`src/sv/witd_pkg.sv`:
```
// Shared constants, widths and state type of the wide integer to decimal unit.
package witd_pkg;

  // Capacity in bytes of one number
  localparam int MAX_BYTES = 16;
  // Width of the magnitude shift register
  localparam int MAG_W = MAX_BYTES * 8;
  // Decimal digits needed for MAG_W bits: floor(MAG_W * log10(2)) + 1
  localparam int NDIG = ((MAG_W * 1233) >> 12) + 1;
  localparam int BCD_W = NDIG * 4;
  // Most characters emitted for one number
  localparam int OUT_LIMIT = 40;

  localparam int BYTE_W = 8;
  localparam int CHAR_W = 6;
  localparam int HELD_W = $clog2(MAX_BYTES + 1);
  localparam int BIT_CNT_W = (MAG_W > 1) ? $clog2(MAG_W) : 1;
  localparam int DIG_CNT_W = $clog2(NDIG + 1);
  localparam int EMIT_W = $clog2(OUT_LIMIT + 1);

  // ASCII codes, cut to the output width
  localparam logic [CHAR_W-1:0] CHAR_MINUS = 6'd45;
  localparam logic [CHAR_W-1:0] CHAR_ZERO = 6'd48;

  typedef enum logic [2:0] {
    ST_LOAD,
    ST_NEG,
    ST_DABBLE,
    ST_SKIP,
    ST_EMIT
  } witd_state_t;

endpackage

```
`src/sv/witd_in_if.sv`:
```
// Input channel: one byte of a wide integer per item.
interface witd_in_if import witd_pkg::*; ();
  logic              valid;
  logic              ready;
  logic [BYTE_W-1:0] byte_value;
  logic              is_signed;
  logic              last_byte;

  modport source (output valid, output byte_value, output is_signed, output last_byte,
                  input ready);
  modport sink (input valid, input byte_value, input is_signed, input last_byte,
                output ready);
endinterface

```
`src/sv/witd_out_if.sv`:
```
// Output channel: one ASCII character of the decimal text per item.
interface witd_out_if import witd_pkg::*; ();
  logic              valid;
  logic              ready;
  logic [CHAR_W-1:0] char_code;
  logic              last_char;
  logic              overflow;

  modport source (output valid, output char_code, output last_char, output overflow,
                  input ready);
  modport sink (input valid, input char_code, input last_char, input overflow,
                output ready);
endinterface

```
`src/sv/wide_int_to_decimal_unit.sv`:
```
// Wide integer to ASCII decimal converter, bit-serial double dabble.
//
// in_if takes one byte per item, most significant byte first; is_signed is
// sampled on the first byte of a number, last_byte marks its final byte.
// Bytes past MAX_BYTES are dropped and every character of that number then
// carries overflow. out_if gives one ASCII character per item: a minus sign
// for a negative number, then the digits from most significant down, with
// last_char on the final one (at most OUT_LIMIT characters).
// Bytes load at one per cycle. After the last byte, a negative number is
// negated by serial two's-complement over the magnitude shift register
// (MAG_W bits, 128 for 16 bytes), then every number goes through double
// dabble, one bit per cycle, and leading zeros are stripped from the NDIG
// (39) digit positions to present the first character.
// Characters then leave at one per cycle while out_if.ready is high; a stall
// holds the current character. in_if.ready is low from the last byte until
// the final character is taken. Reset (rst_n low, synchronous) returns the
// block to waiting for the first byte of a new number.
module wide_int_to_decimal_unit import witd_pkg::*; (
  input logic       clk,
  input logic       rst_n,
  witd_in_if.sink   in_if,
  witd_out_if.source out_if
);

  witd_state_t          state_r, state_nxt;
  logic [HELD_W-1:0]    bytes_held_r, bytes_held_nxt;
  logic                 ovf_r, ovf_nxt;
  logic                 neg_r, neg_nxt;
  logic [MAG_W-1:0]     mag_r, mag_nxt;
  logic                 carry_r, carry_nxt;
  logic [BIT_CNT_W-1:0] bit_cnt_r, bit_cnt_nxt;
  logic [BCD_W-1:0]     bcd_r, bcd_nxt;
  logic [DIG_CNT_W-1:0] dig_left_r, dig_left_nxt;
  logic [EMIT_W-1:0]    emit_cnt_r, emit_cnt_nxt;
  logic                 minus_pend_r, minus_pend_nxt;

  logic                 in_fire;
  logic                 out_fire;
  logic                 first_byte;
  logic                 fill;
  logic [BCD_W-1:0]     bcd_adj;
  logic [3:0]           top_digit;
  logic                 out_last;

  // Handshake and output payload
  assign in_if.ready      = (state_r == ST_LOAD);
  assign in_fire          = in_if.valid && in_if.ready;
  assign out_if.valid     = (state_r == ST_EMIT);
  assign out_fire         = out_if.valid && out_if.ready;
  assign top_digit        = bcd_r[BCD_W-1 -: 4];
  assign out_last         = ((dig_left_r == DIG_CNT_W'(1)) && !minus_pend_r)
                            || (emit_cnt_r == EMIT_W'(OUT_LIMIT - 1));
  assign out_if.char_code = minus_pend_r ? CHAR_MINUS : (CHAR_ZERO + {2'b00, top_digit});
  assign out_if.last_char = out_last;
  assign out_if.overflow  = ovf_r;

  // A new number starts when nothing is held and nothing was dropped
  assign first_byte = (bytes_held_r == '0) && !ovf_r;
  // Sign extension of the first byte over the whole register
  assign fill       = in_if.is_signed && in_if.byte_value[BYTE_W-1];

  // Double dabble correction: add three to every digit of five or more
  always_comb begin
    for (int d = 0; d < NDIG; d++) begin
      if (bcd_r[d*4 +: 4] >= 4'd5) begin
        bcd_adj[d*4 +: 4] = bcd_r[d*4 +: 4] + 4'd3;
      end else begin
        bcd_adj[d*4 +: 4] = bcd_r[d*4 +: 4];
      end
    end
  end

  // State register
  always_ff @(posedge clk) begin
    if (!rst_n) begin
      state_r      <= ST_LOAD;
      bytes_held_r <= '0;
      ovf_r        <= 1'b0;
      neg_r        <= 1'b0;
      carry_r      <= 1'b0;
      bit_cnt_r    <= '0;
      dig_left_r   <= '0;
      emit_cnt_r   <= '0;
      minus_pend_r <= 1'b0;
    end else begin
      state_r      <= state_nxt;
      bytes_held_r <= bytes_held_nxt;
      ovf_r        <= ovf_nxt;
      neg_r        <= neg_nxt;
      carry_r      <= carry_nxt;
      bit_cnt_r    <= bit_cnt_nxt;
      dig_left_r   <= dig_left_nxt;
      emit_cnt_r   <= emit_cnt_nxt;
      minus_pend_r <= minus_pend_nxt;
    end
  end

  // Datapath shift registers
  always_ff @(posedge clk) begin
    mag_r <= mag_nxt;
    bcd_r <= bcd_nxt;
  end

  // Next state and datapath control
  always_comb begin
    state_nxt      = state_r;
    bytes_held_nxt = bytes_held_r;
    ovf_nxt        = ovf_r;
    neg_nxt        = neg_r;
    mag_nxt        = mag_r;
    carry_nxt      = carry_r;
    bit_cnt_nxt    = bit_cnt_r;
    bcd_nxt        = bcd_r;
    dig_left_nxt   = dig_left_r;
    emit_cnt_nxt   = emit_cnt_r;
    minus_pend_nxt = minus_pend_r;

    unique case (state_r)
      ST_LOAD: begin
        if (in_fire) begin
          priority if (first_byte) begin
            neg_nxt        = fill;
            mag_nxt        = ({MAG_W{fill}} << BYTE_W) | MAG_W'(in_if.byte_value);
            bytes_held_nxt = HELD_W'(1);
          end else if (bytes_held_r < HELD_W'(MAX_BYTES)) begin
            mag_nxt        = (mag_r << BYTE_W) | MAG_W'(in_if.byte_value);
            bytes_held_nxt = bytes_held_r + HELD_W'(1);
          end else begin
            ovf_nxt = 1'b1;
          end
          if (in_if.last_byte) begin
            bit_cnt_nxt = BIT_CNT_W'(MAG_W - 1);
            carry_nxt   = 1'b1;
            bcd_nxt     = '0;
            state_nxt   = neg_nxt ? ST_NEG : ST_DABBLE;
          end
        end
      end

      // Serial negate, least significant bit first, rotating right
      ST_NEG: begin
        mag_nxt     = {~mag_r[0] ^ carry_r, mag_r[MAG_W-1:1]};
        carry_nxt   = ~mag_r[0] & carry_r;
        bit_cnt_nxt = bit_cnt_r - BIT_CNT_W'(1);
        if (bit_cnt_r == '0) begin
          bit_cnt_nxt = BIT_CNT_W'(MAG_W - 1);
          state_nxt   = ST_DABBLE;
        end
      end

      // One magnitude bit into the BCD register per cycle
      ST_DABBLE: begin
        bcd_nxt     = {bcd_adj[BCD_W-2:0], mag_r[MAG_W-1]};
        mag_nxt     = mag_r << 1;
        bit_cnt_nxt = bit_cnt_r - BIT_CNT_W'(1);
        if (bit_cnt_r == '0) begin
          dig_left_nxt = DIG_CNT_W'(NDIG);
          state_nxt    = ST_SKIP;
        end
      end

      // Drop leading zeros, keeping at least one digit
      ST_SKIP: begin
        if ((top_digit == 4'd0) && (dig_left_r > DIG_CNT_W'(1))) begin
          bcd_nxt      = bcd_r << 4;
          dig_left_nxt = dig_left_r - DIG_CNT_W'(1);
        end else begin
          minus_pend_nxt = neg_r;
          emit_cnt_nxt   = '0;
          state_nxt      = ST_EMIT;
        end
      end

      // One character per accepted item
      ST_EMIT: begin
        if (out_fire) begin
          emit_cnt_nxt = emit_cnt_r + EMIT_W'(1);
          if (out_last) begin
            bytes_held_nxt = '0;
            ovf_nxt        = 1'b0;
            minus_pend_nxt = 1'b0;
            state_nxt      = ST_LOAD;
          end else if (minus_pend_r) begin
            minus_pend_nxt = 1'b0;
          end else begin
            bcd_nxt      = bcd_r << 4;
            dig_left_nxt = dig_left_r - DIG_CNT_W'(1);
          end
        end
      end

      default: begin
        state_nxt = ST_LOAD;
      end
    endcase
  end

endmodule
```
`src/flat_wrapper.sv`:
```
// flat-port wrapper written by rule: the top's interface ports become plain ports
module wide_int_to_decimal_unit_flat import witd_pkg::*;
  (clk, rst_n, in_if_valid, in_if_byte_value, in_if_is_signed, in_if_last_byte, in_if_ready, out_if_valid, out_if_char_code, out_if_last_char, out_if_overflow, out_if_ready);
  witd_in_if in_if_i ();
  witd_out_if out_if_i ();
  input logic clk;
  input logic rst_n;
  input wire logic [$bits(in_if_i.valid)-1:0] in_if_valid;
  input wire logic [$bits(in_if_i.byte_value)-1:0] in_if_byte_value;
  input wire logic [$bits(in_if_i.is_signed)-1:0] in_if_is_signed;
  input wire logic [$bits(in_if_i.last_byte)-1:0] in_if_last_byte;
  output wire logic [$bits(in_if_i.ready)-1:0] in_if_ready;
  output wire logic [$bits(out_if_i.valid)-1:0] out_if_valid;
  output wire logic [$bits(out_if_i.char_code)-1:0] out_if_char_code;
  output wire logic [$bits(out_if_i.last_char)-1:0] out_if_last_char;
  output wire logic [$bits(out_if_i.overflow)-1:0] out_if_overflow;
  input wire logic [$bits(out_if_i.ready)-1:0] out_if_ready;
  assign in_if_i.valid = in_if_valid;
  assign in_if_i.byte_value = in_if_byte_value;
  assign in_if_i.is_signed = in_if_is_signed;
  assign in_if_i.last_byte = in_if_last_byte;
  assign in_if_ready = in_if_i.ready;
  assign out_if_valid = out_if_i.valid;
  assign out_if_char_code = out_if_i.char_code;
  assign out_if_last_char = out_if_i.last_char;
  assign out_if_overflow = out_if_i.overflow;
  assign out_if_i.ready = out_if_ready;
  wide_int_to_decimal_unit u_core (.clk(clk), .rst_n(rst_n), .in_if(in_if_i), .out_if(out_if_i));
endmodule
```
`config.mk`:
```
export PLATFORM = sky130hd
export DESIGN_NAME = wide_int_to_decimal_unit_flat
export DESIGN_NICKNAME = d
export VERILOG_FILES = /design/src/sv/witd_pkg.sv /design/src/sv/witd_in_if.sv /design/src/sv/witd_out_if.sv /design/src/sv/wide_int_to_decimal_unit.sv /design/src/flat_wrapper.sv
export SDC_FILE = /design/constraint.sdc
export NUM_CORES = 1
export LEC_CHECK = 0
export ABC_AREA = 1
export BUFFER_PORTS_ARGS = -buffer_cell sky130_fd_sc_hd__buf_4
export CAP_MARGIN = 20
export CORE_MARGIN = 2
export CORE_UTILIZATION = 45
export CTS_CLUSTER_DIAMETER = 80
export CTS_CLUSTER_SIZE = 24
export DETAILED_ROUTE_END_ITERATION = 10
export GPL_TIMING_DRIVEN = 1
export HOLD_SLACK_MARGIN = 0.15
export PLACE_DENSITY = 0.66
export SLEW_MARGIN = 20
export SYNTH_ARGS = -nofsm -noshare
export SYNTH_HDL_FRONTEND = slang
export SYNTH_SLANG_ARGS = --single-unit
```
`constraint.sdc`:
```
create_clock -name clk -period 10.03 [get_ports clk]
set_input_delay 1.003 -clock clk [delete_from_list [all_inputs] [get_ports clk]]
set_output_delay 1.003 -clock clk [all_outputs]
set_load 0.1 [all_outputs]
```
Word-level counts from Yosys, hierarchy flattened
Index checks and enable logic that the tools add are counted.
{"block": "word_totals", "register_bits": 315, "inputBits": 14, "wordCells": 243}
{"block": "op_classes", "n_addsub": 44, "order_cmp": 41, "n_eq_ne": 19, "muxes": 94, "bitwise": 5, "reduce_logical": 29}
{"operator": "$mux 156", "n": 6}
{"operator": "$pmux 156 s4", "n": 1}
{"operator": "$mux 128", "n": 3}
{"operator": "$pmux 128 s3", "n": 1}
{"operator": "$or 128x8->128", "n": 2}
{"operator": "$ge 4x3->1 const B", "n": 39}
{"operator": "$add 4x2->4 const B", "n": 38}
{"operator": "$mux 4", "n": 38}
{"operator": "$mux 6", "n": 8}
{"operator": "$mux 5", "n": 5}
{"operator": "$mux 3", "n": 8}
{"operator": "$mux 7", "n": 3}
{"operator": "$pmux 7 s3", "n": 1}
{"operator": "$ne 2x2->1 const B", "n": 9}
{"operator": "$pmux 6 s3", "n": 1}
{"operator": "$pmux 3 s5", "n": 1}
{"operator": "$reduce_and 7->1", "n": 2}
{"operator": "$mux 1", "n": 12}
{"operator": "$pmux 6 s2", "n": 1}
{"operator": "$reduce_and 3->1", "n": 4}
{"operator": "$reduce_and 6->1", "n": 2}
{"operator": "$pmux 5 s2", "n": 1}
{"operator": "$logic_not 7->1", "n": 1}
{"operator": "$sub 7x1->7 const B", "n": 1}
{"operator": "other kinds (30)", "n": 44}

Logic depth before layout (Yosys ltp)
Gate-level depths: netlist (run 1).
{"block": "depth", "depth_word": 9, "ltp_mapped": 12, "mapped_depth_nobuf": 12}

Least setup slack after synthesis (run 1)
No wires, ideal clock.
{"block": "synth_timing", "path_type": "input -> register", "start": "input port out_if_ready", "end": "register u_core.bcd_r[0] (enable)", "setup_ns": 0.531, "t_arrival_ns": 4.943, "t_required_ns": 9.499, "path_slack_ns": 4.557, "path_stages": 5, "path_buffers": 0, "path_cell_list": "inv_1 -> nand3_2 -> nand2_1 -> nor2_1 -> o2111a_1"}
{"block": "synth_between", "elab_chain_len": 3}
{"element": "start: declaration", "line": "flat_wrapper.sv:17", "source": "input wire logic [$bits(out_if_i.ready)-1:0] out_if_ready;"}
{"element": "$logic_and 1x1->1", "line": "wide_int_to_decimal_unit.sv:49", "source": "assign out_fire = out_if.valid && out_if.ready;"}
{"element": "$ne 2x2->1 (no line)"}
{"element": "$reduce_and 7->1 (no line)"}
{"element": "end signal: assignment", "line": "wide_int_to_decimal_unit.sv:101", "source": "bcd_r <= bcd_nxt;"}
{"element": "end: declaration", "line": "wide_int_to_decimal_unit.sv:32", "source": "logic [BCD_W-1:0] bcd_r, bcd_nxt;"}
No other way between the ends.
A chain may end at the register's enable or synchronous reset.

Final worst setup path (run 1)
{"block": "layout_timing", "start": "register u_core.bcd_r[152]", "end": "register u_core.bcd_r[36] (enable)"}
{"block": "layout_between", "elab_chain_len": 4}
{"element": "$logic_not 4->1", "line": "wide_int_to_decimal_unit.sv:164", "source": "if ((top_digit == 4'd0) && (dig_left_r > DIG_CNT_W'(1))) begin"}
{"element": "$logic_and 1x1->1", "line": "wide_int_to_decimal_unit.sv:164"}
{"element": "$ne 2x1->1 (no line)"}
{"element": "$reduce_and 7->1 (no line)"}
No other way between the ends.

==> flow_summary.toml, run 1 <==
[clock_tree]
cts_setup_buffers = 0
clock_sinks = 315
cts_root_buf = "clkbuf_16"
clkSlewWorstSetupHoldPaths_ns = 0.10
h-tree-depth = 1
cts_hold_buffers = 0
clk_latency_ns = 0.56
cts_tree = "done"
cts.path.max_buffers = 3
cts_buffers = 21
cts.repair.resized = 0

[synth]
syn-cell-area_sq_mm = 0.0193
synth_top_cell_by_area = "edfxtp_1"
synth_xor_area_share_pct = 1.50
synth_top_family_by_area = "compound AO/OA/AOI/OAI gates"
synth-seq-area-share_pct = 47.4
synth_nets = 2311
synthSimpleGateAreaFrac_pct = 16.3
syn_inst = 2211
ys_types = 42
synth_fa_ha_area_share_pct = 5.58
yosys_warnings = 0
ys_ff_latch = 315
synth_compound_area_share_pct = 18.6
avgSynthCellArea_sq_um = 8.73
synth_area_leaders = "edfxtp_1 44%, nand2_1 11%, inv_1 7.2%, ha_1 5.6%, o221ai_1 4.9%"
synthMuxAreaShare_pct = 0
synth_top_area_share_pct = 44.2

[timing]
fin_tns_setup_ns = 0
fmax_mhz = 268
rsz0062_at_grt = "no"
finalCritPeriodShare_pct = 37.2
finalMaxSlewViolations = 0
fin_crit_ns = 3.73
setup_ws_ns = 6.30
worstMarginPinSlew_ns = 1.10
fin_skew_ns = 0.0551
setup_violations = 0
hold_viol = 0
slew_headroom_pct = 26.4

[pwr]
p_comb_share_pct = 46.1
p_clk_share_pct = 13.3
leakagePower_nw = 8.81
pwr-share-seq_pct = 40.6
internal-power_mw = 3.85
p_switching_mw = 3.17
p_sw_share_pct = 45.2
max-vdd-ir-drop_mv = 0.174
power.density_mw_per_mm2 = 345
p_total_mw = 7.01

[route]
routed_wl_microns = 40600
viasPerCell = 5.51
dr_total_vias = 14923
drtAntennaViolNets = 0
remaining_drc_errors = 0
drt-pass1-iter-count = 7
drt_iter0_drc = 1259
wl_per_cell_microns = 15.0

[die]
start_util_pct = 45.8
die_y_microns = 211
die_area_sq_mm = 0.0446
core_region_area_sq_mm = 0.0421
num_rows = 75
ios = 24
die_x_microns = 211

[finish]
fin_area_sq_mm = 0.0203
fill_cells = 3912
nets = 2258
syn_to_final_growth_pct = 5.23
n_antenna_cell = 0
fin_cells = 2710
drive_gt1_share_pct = 6.31

[critical_path]
path_class = "reg -> reg"
startpoint_type = "flop"
cp_max_fo = 79
critical_path_arrival_ns = 3.88
ff2ff_setup_slack_ns = 6.30
worst_setup_path_end_kind = "flop"
r2r.worst_path.cells = 8
cp.required_ns = 10.18

[place]
io_buffers = 22
dp_cells = 2674
postPlaceCellArea_sq_mm = 0.0196
pre_cts_slack_ns = 6.06
hpwl_microns = 24900
gp_congestion = 0.811

[hold_path]
hold_path_class = "reg -> reg"
holdPathStages = 1

[grt]
grt_overflow_total = 0
grt_pass1_vias = 14270
gr-usage-met2_pct = 30.1
track_usage_pct = 18.0
top_usage_layer = "met2"
grt_use_met1_pct = 25.5
use_met3_pct = 2.01
grt_pass1_wl_microns = 68500
antenna_found_initial = 0
grt_max_degree = 134

[run_status]
run_status = "complete, no violations"

[job]
drv_cap = 0
cells in the mapped netlist (all sizes together):
library cell,instances
o32ai,29
xnor2,3
edfxtp,284
ha,86
nor3,5
a21oi,80
dfxtp,31
o22ai,56
a22oi,1
nand2,586
clkinv,1
buf,68
nand3,75
and3,1
o21ai,184
o2111a,1
a31oi,2
nor2,110
o221ai,123
conb,1
inv,379
clkbuf,39
o211ai,11
or2,2
xor2,30
a32o,19
nand4,4
per-stage QoR:
stage	utilization (%)	hold slack [ns]
3_3_place_gp	46.6	0.447
4_1_cts	48.2	0.476
6_report	48.2	0.479
2_1_floorplan	-	0.431
5_1_grt	48.2	0.525
3_5_place_dp	46.6	0.458
flip-flops by register name, summed over array words and instances, names as in the netlist:
| register | count |
|---|---|
| u_core.bcd_r | 156 |
| u_core.mag_r | 128 |
| u_core.bit_cnt_r | 7 |
| u_core.dig_left_r | 6 |
| u_core.emit_cnt_r | 6 |
| u_core.bytes_held_r | 5 |
| u_core.state_r | 3 |
| u_core.carry_r | 1 |
| u_core.minus_pend_r | 1 |
| u_core.neg_r | 1 |
| u_core.out_if.overflow | 1 |
cells in the final DEF (no fill, tap or decap), types with 24 or more instances in the layout:
| master | Yosys | routed |
|---|---|---|
| o22ai_1 | 56 | 56 |
| inv_1 | 369 | 369 |
| o21ai_0 | 180 | 180 |
| nand3_1 | 72 | 71 |
| nor2_1 | 101 | 101 |
| buf_4 | 5 | 29 |
| xor2_1 | 30 | 30 |
| dfxtp_1 | 31 | 31 |
| o32ai_2 | 24 | 24 |
| a21oi_1 | 79 | 79 |
| nand2_1 | 581 | 581 |
| ha_1 | 86 | 86 |
| o221ai_1 | 108 | 108 |
| edfxtp_1 | 284 | 284 |
layer usage:
metal	vias up	routed length, microns
met5	-	0
met4	0	489
met3	35	1510
met2	274	18900
met1	7176	19700
li1	7438	-
final timing paths:
| kind | startpoint | to |
|---|---|---|
| worst max-delay path | u_core.bcd_r[152] | u_core.bcd_r[36] |
| worst min-delay path | u_core.bit_cnt_r[0] | u_core.bit_cnt_r[0] |
| worst max register to register | u_core.bcd_r[152] | u_core.bcd_r[36] |
| worst min register to register | u_core.bit_cnt_r[0] | u_core.bit_cnt_r[0] |
critical path: stages, from the launching register on:
cell,delay (ns)
edfxtp_1,0.44
inv_1,0.11
ha_1,0.16
inv_1,0.05
nor3_1,0.26
nand2_1,0.14
nand2_1,0.16
o2111a_4,0.94
buf_4,0.89
power by group through the flow:
stage / Sequential (mW) / Clock, mW / Combinational (mW)
floorplan: 2.77 / 0 / 2.64
global placement: 2.84 / 0 / 3.13
detailed placement: 2.86 / 0 / 3.23
CTS: 2.84 / 0.955 / 3.25
global route: 2.94 / 0.991 / 3.73
finish: 2.84 / 0.933 / 3.24
cell type report:
class / count / area (sq um) / area share [%]
flip-flops and latches: 315 / 9150 / 45.0
multi-input cells: 1409 / 8120 / 40.0
inverters: 380 / 1440 / 7.08
well taps: 539 / 674 / 3.32
clock buffers: 22 / 529 / 2.61
repair buffers: 31 / 240 / 1.18
clock inverters: 14 / 156 / 0.770
logic make-up after synthesis:
logic type	count (synthesis)
fa+ha+maj	86
other cells	1
simple gates	783
xor+xnor	33
compound gates	506
buf+inv	487
flops	315
(Power assumes the default switching activity.)
==> run 2: changes to the inputs <==
- PLACE_DENSITY: 0.66 -> 0.68
- clock period: 10.03 -> 3.24 ns (I/O delays scaled with it)
==> run 2 against run 1 <==
First-iteration DRC count is 5.6% higher. Clock skew fell by 0.036 ns. Global-route usage grew 0.35 points. Non-clock buffer count increased by 25. Via count increased by 0.71%. Count of clock-buffer cells in the layout grew 3.
==> flow_summary.toml, run 2 (same netlist as run 1, synthesis figures left out) <==
[timing]
rsz0062_at_grt = "no"
fin_crit_ns = 2.55
finalCritPeriodShare_pct = 78.6
setup_violations = 0
hold_slack_ns = 0.200
hold_viol = 0
setup_ws_ns = 0.695
worstMarginPinSlew_ns = 0.918
slew_headroom_pct = 38.8
fin_skew_ns = 0.0188
fmax_mhz = 393
fin_tns_setup_ns = 0
finalMaxSlewViolations = 0

[route]
dr_total_vias = 15029
viasPerCell = 5.49
wl_per_cell_microns = 15.0
drt-pass1-iter-count = 7
drt_iter0_drc = 1330
remaining_drc_errors = 0
drtAntennaViolNets = 0
routed_wl_microns = 41200

[critical_path]
r2r_start = "u_core.bytes_held_r[0]"
critical_path.startpoint = "u_core.bytes_held_r[0]"
critical_path_arrival_ns = 2.93
startpoint_type = "flop"
r2r.worst_path.cells = 9
ff2ff_setup_slack_ns = 0.69
path_class = "reg -> reg"
r2r-end = "u_core.mag_r[54]"
worst_setup_path_end_kind = "flop"
endpoint = "u_core.mag_r[54]"
cp.required_ns = 3.62
cp_max_fo = 81

[run_status]
run_status = "complete, no violations"

[pwr]
max-vdd-ir-drop_mv = 0.536
power.density_mw_per_mm2 = 1070
leakagePower_nw = 9.01

[grt]
use_met3_pct = 2.19
track_usage_pct = 18.3
grt_pass1_vias = 14719
grt_max_degree = 122
grt_use_met1_pct = 25.0
grt_overflow_total = 0
grt_pass1_wl_microns = 69300
antenna_found_initial = 0
top_usage_layer = "met2"
gr-usage-met2_pct = 31.4

[die]
die_y_microns = 211
num_rows = 75
core_region_area_sq_mm = 0.0421
start_util_pct = 45.8
die_area_sq_mm = 0.0446
ios = 24
die_x_microns = 211

[finish]
fin_area_sq_mm = 0.0207
layout_common_cells = "580 x nand2_1, 368 x inv_1, 284 x edfxtp_1"
seq_area_sq_mm = 0.00915
syn_to_final_growth_pct = 7.44
drive_gt1_share_pct = 7.32
fill_cells = 3856
multi_input_area_sq_mm = 0.00812
top_register = "u_core.bcd_r"
layout_commonest_cell = "nand2_1"
largest_reg_flops = 156
reg.largest.list = "u_core.bcd_r: 156 flops, u_core.mag_r: 128 flops, u_core.bit_cnt_r: 7 flops"
nets = 2284
utilization_pct = 49.2
n_antenna_cell = 0

[hold_path]
hold_path_class = "in -> reg"

[clock_tree]
cts_tree = "done"
clock_sinks = 315
cts_buffers = 22
clkSlewWorstSetupHoldPaths_ns = 0.09
cts.repair.resized = 0
h-tree-depth = 1
clk_latency_ns = 0.56
cts.path.max_buffers = 3
cts_root_buf = "clkbuf_16"

[place]
io_buffers = 22
hpwl_microns = 26100
gp_congestion = 0.808
postPlaceCellArea_sq_mm = 0.0199
pre_cts_slack_ns = 0.751

[job]
drv_cap = 0
run 2: area by class of cell:
| type | count | area share, % |
|---|---|---|
| clock buffer | 25 | 2.81 |
| clock inverter | 15 | 0.857 |
| inverter | 380 | 6.96 |
| timing repair buffer | 56 | 2.81 |
| tap | 539 | 3.25 |
| multi-input combinational | 1409 | 39.2 |
| sequential | 315 | 44.1 |
run 2: metrics by stage:
step                power, mW  cells
finish                   22.1   2739
global placement         18.7   2689
detailed placement       19.1   2689
floorplan                16.7   2211
global route             24.1   2739
CTS                      22.2   2739
run 2: critical path, stage by stage (launching register included):
cell,delay [ns]
dfxtp_1,0.38
inv_1,0.09
ha_1,0.26
nand3_4,0.10
buf_4,0.63
buf_4,0.53
nand2_1,0.12
nand2_1,0.09
nand2_1,0.06
o221ai_1,0.07
run 2: repair_timing:
action                    CTS  global route
hold endpoints to repair   27             0
hold buffers               10             0
buffers inserted            0             0
run 2: power by group:
group / internal, mW / switching, mW
Clock: 1.40 / 1.61
Combinational: 3.38 / 6.92
Sequential: 7.37 / 1.45
run 2: worst min-delay path by stage:
stage,to,from,slack (ns),depth (start not counted)
6_report,u_core.carry_r,in_if_last_byte,0.20,5
3_5_place_dp,u_core.bit_cnt_r[0],u_core.bit_cnt_r[0],0.47,1
5_1_grt,u_core.carry_r,in_if_last_byte,0.23,5
2_1_floorplan,u_core.bit_cnt_r[0],u_core.bit_cnt_r[0],0.43,1
3_3_place_gp,u_core.carry_r,u_core.carry_r,0.46,2
4_1_cts,u_core.carry_r,in_if_last_byte,0.18,5
run 2: layer usage:
| metal | routed length (microns) | part of all wire (%) | vias up |
|---|---|---|---|
| li1 | - | - | 7493 |
| met1 | 19500 | 47 | 7200 |
| met2 | 19400 | 47 | 297 |
| met3 | 1800 | 4.4 | 39 |
| met4 | 478 | 1.2 | 0 |
| met5 | 0 | 0 | - |
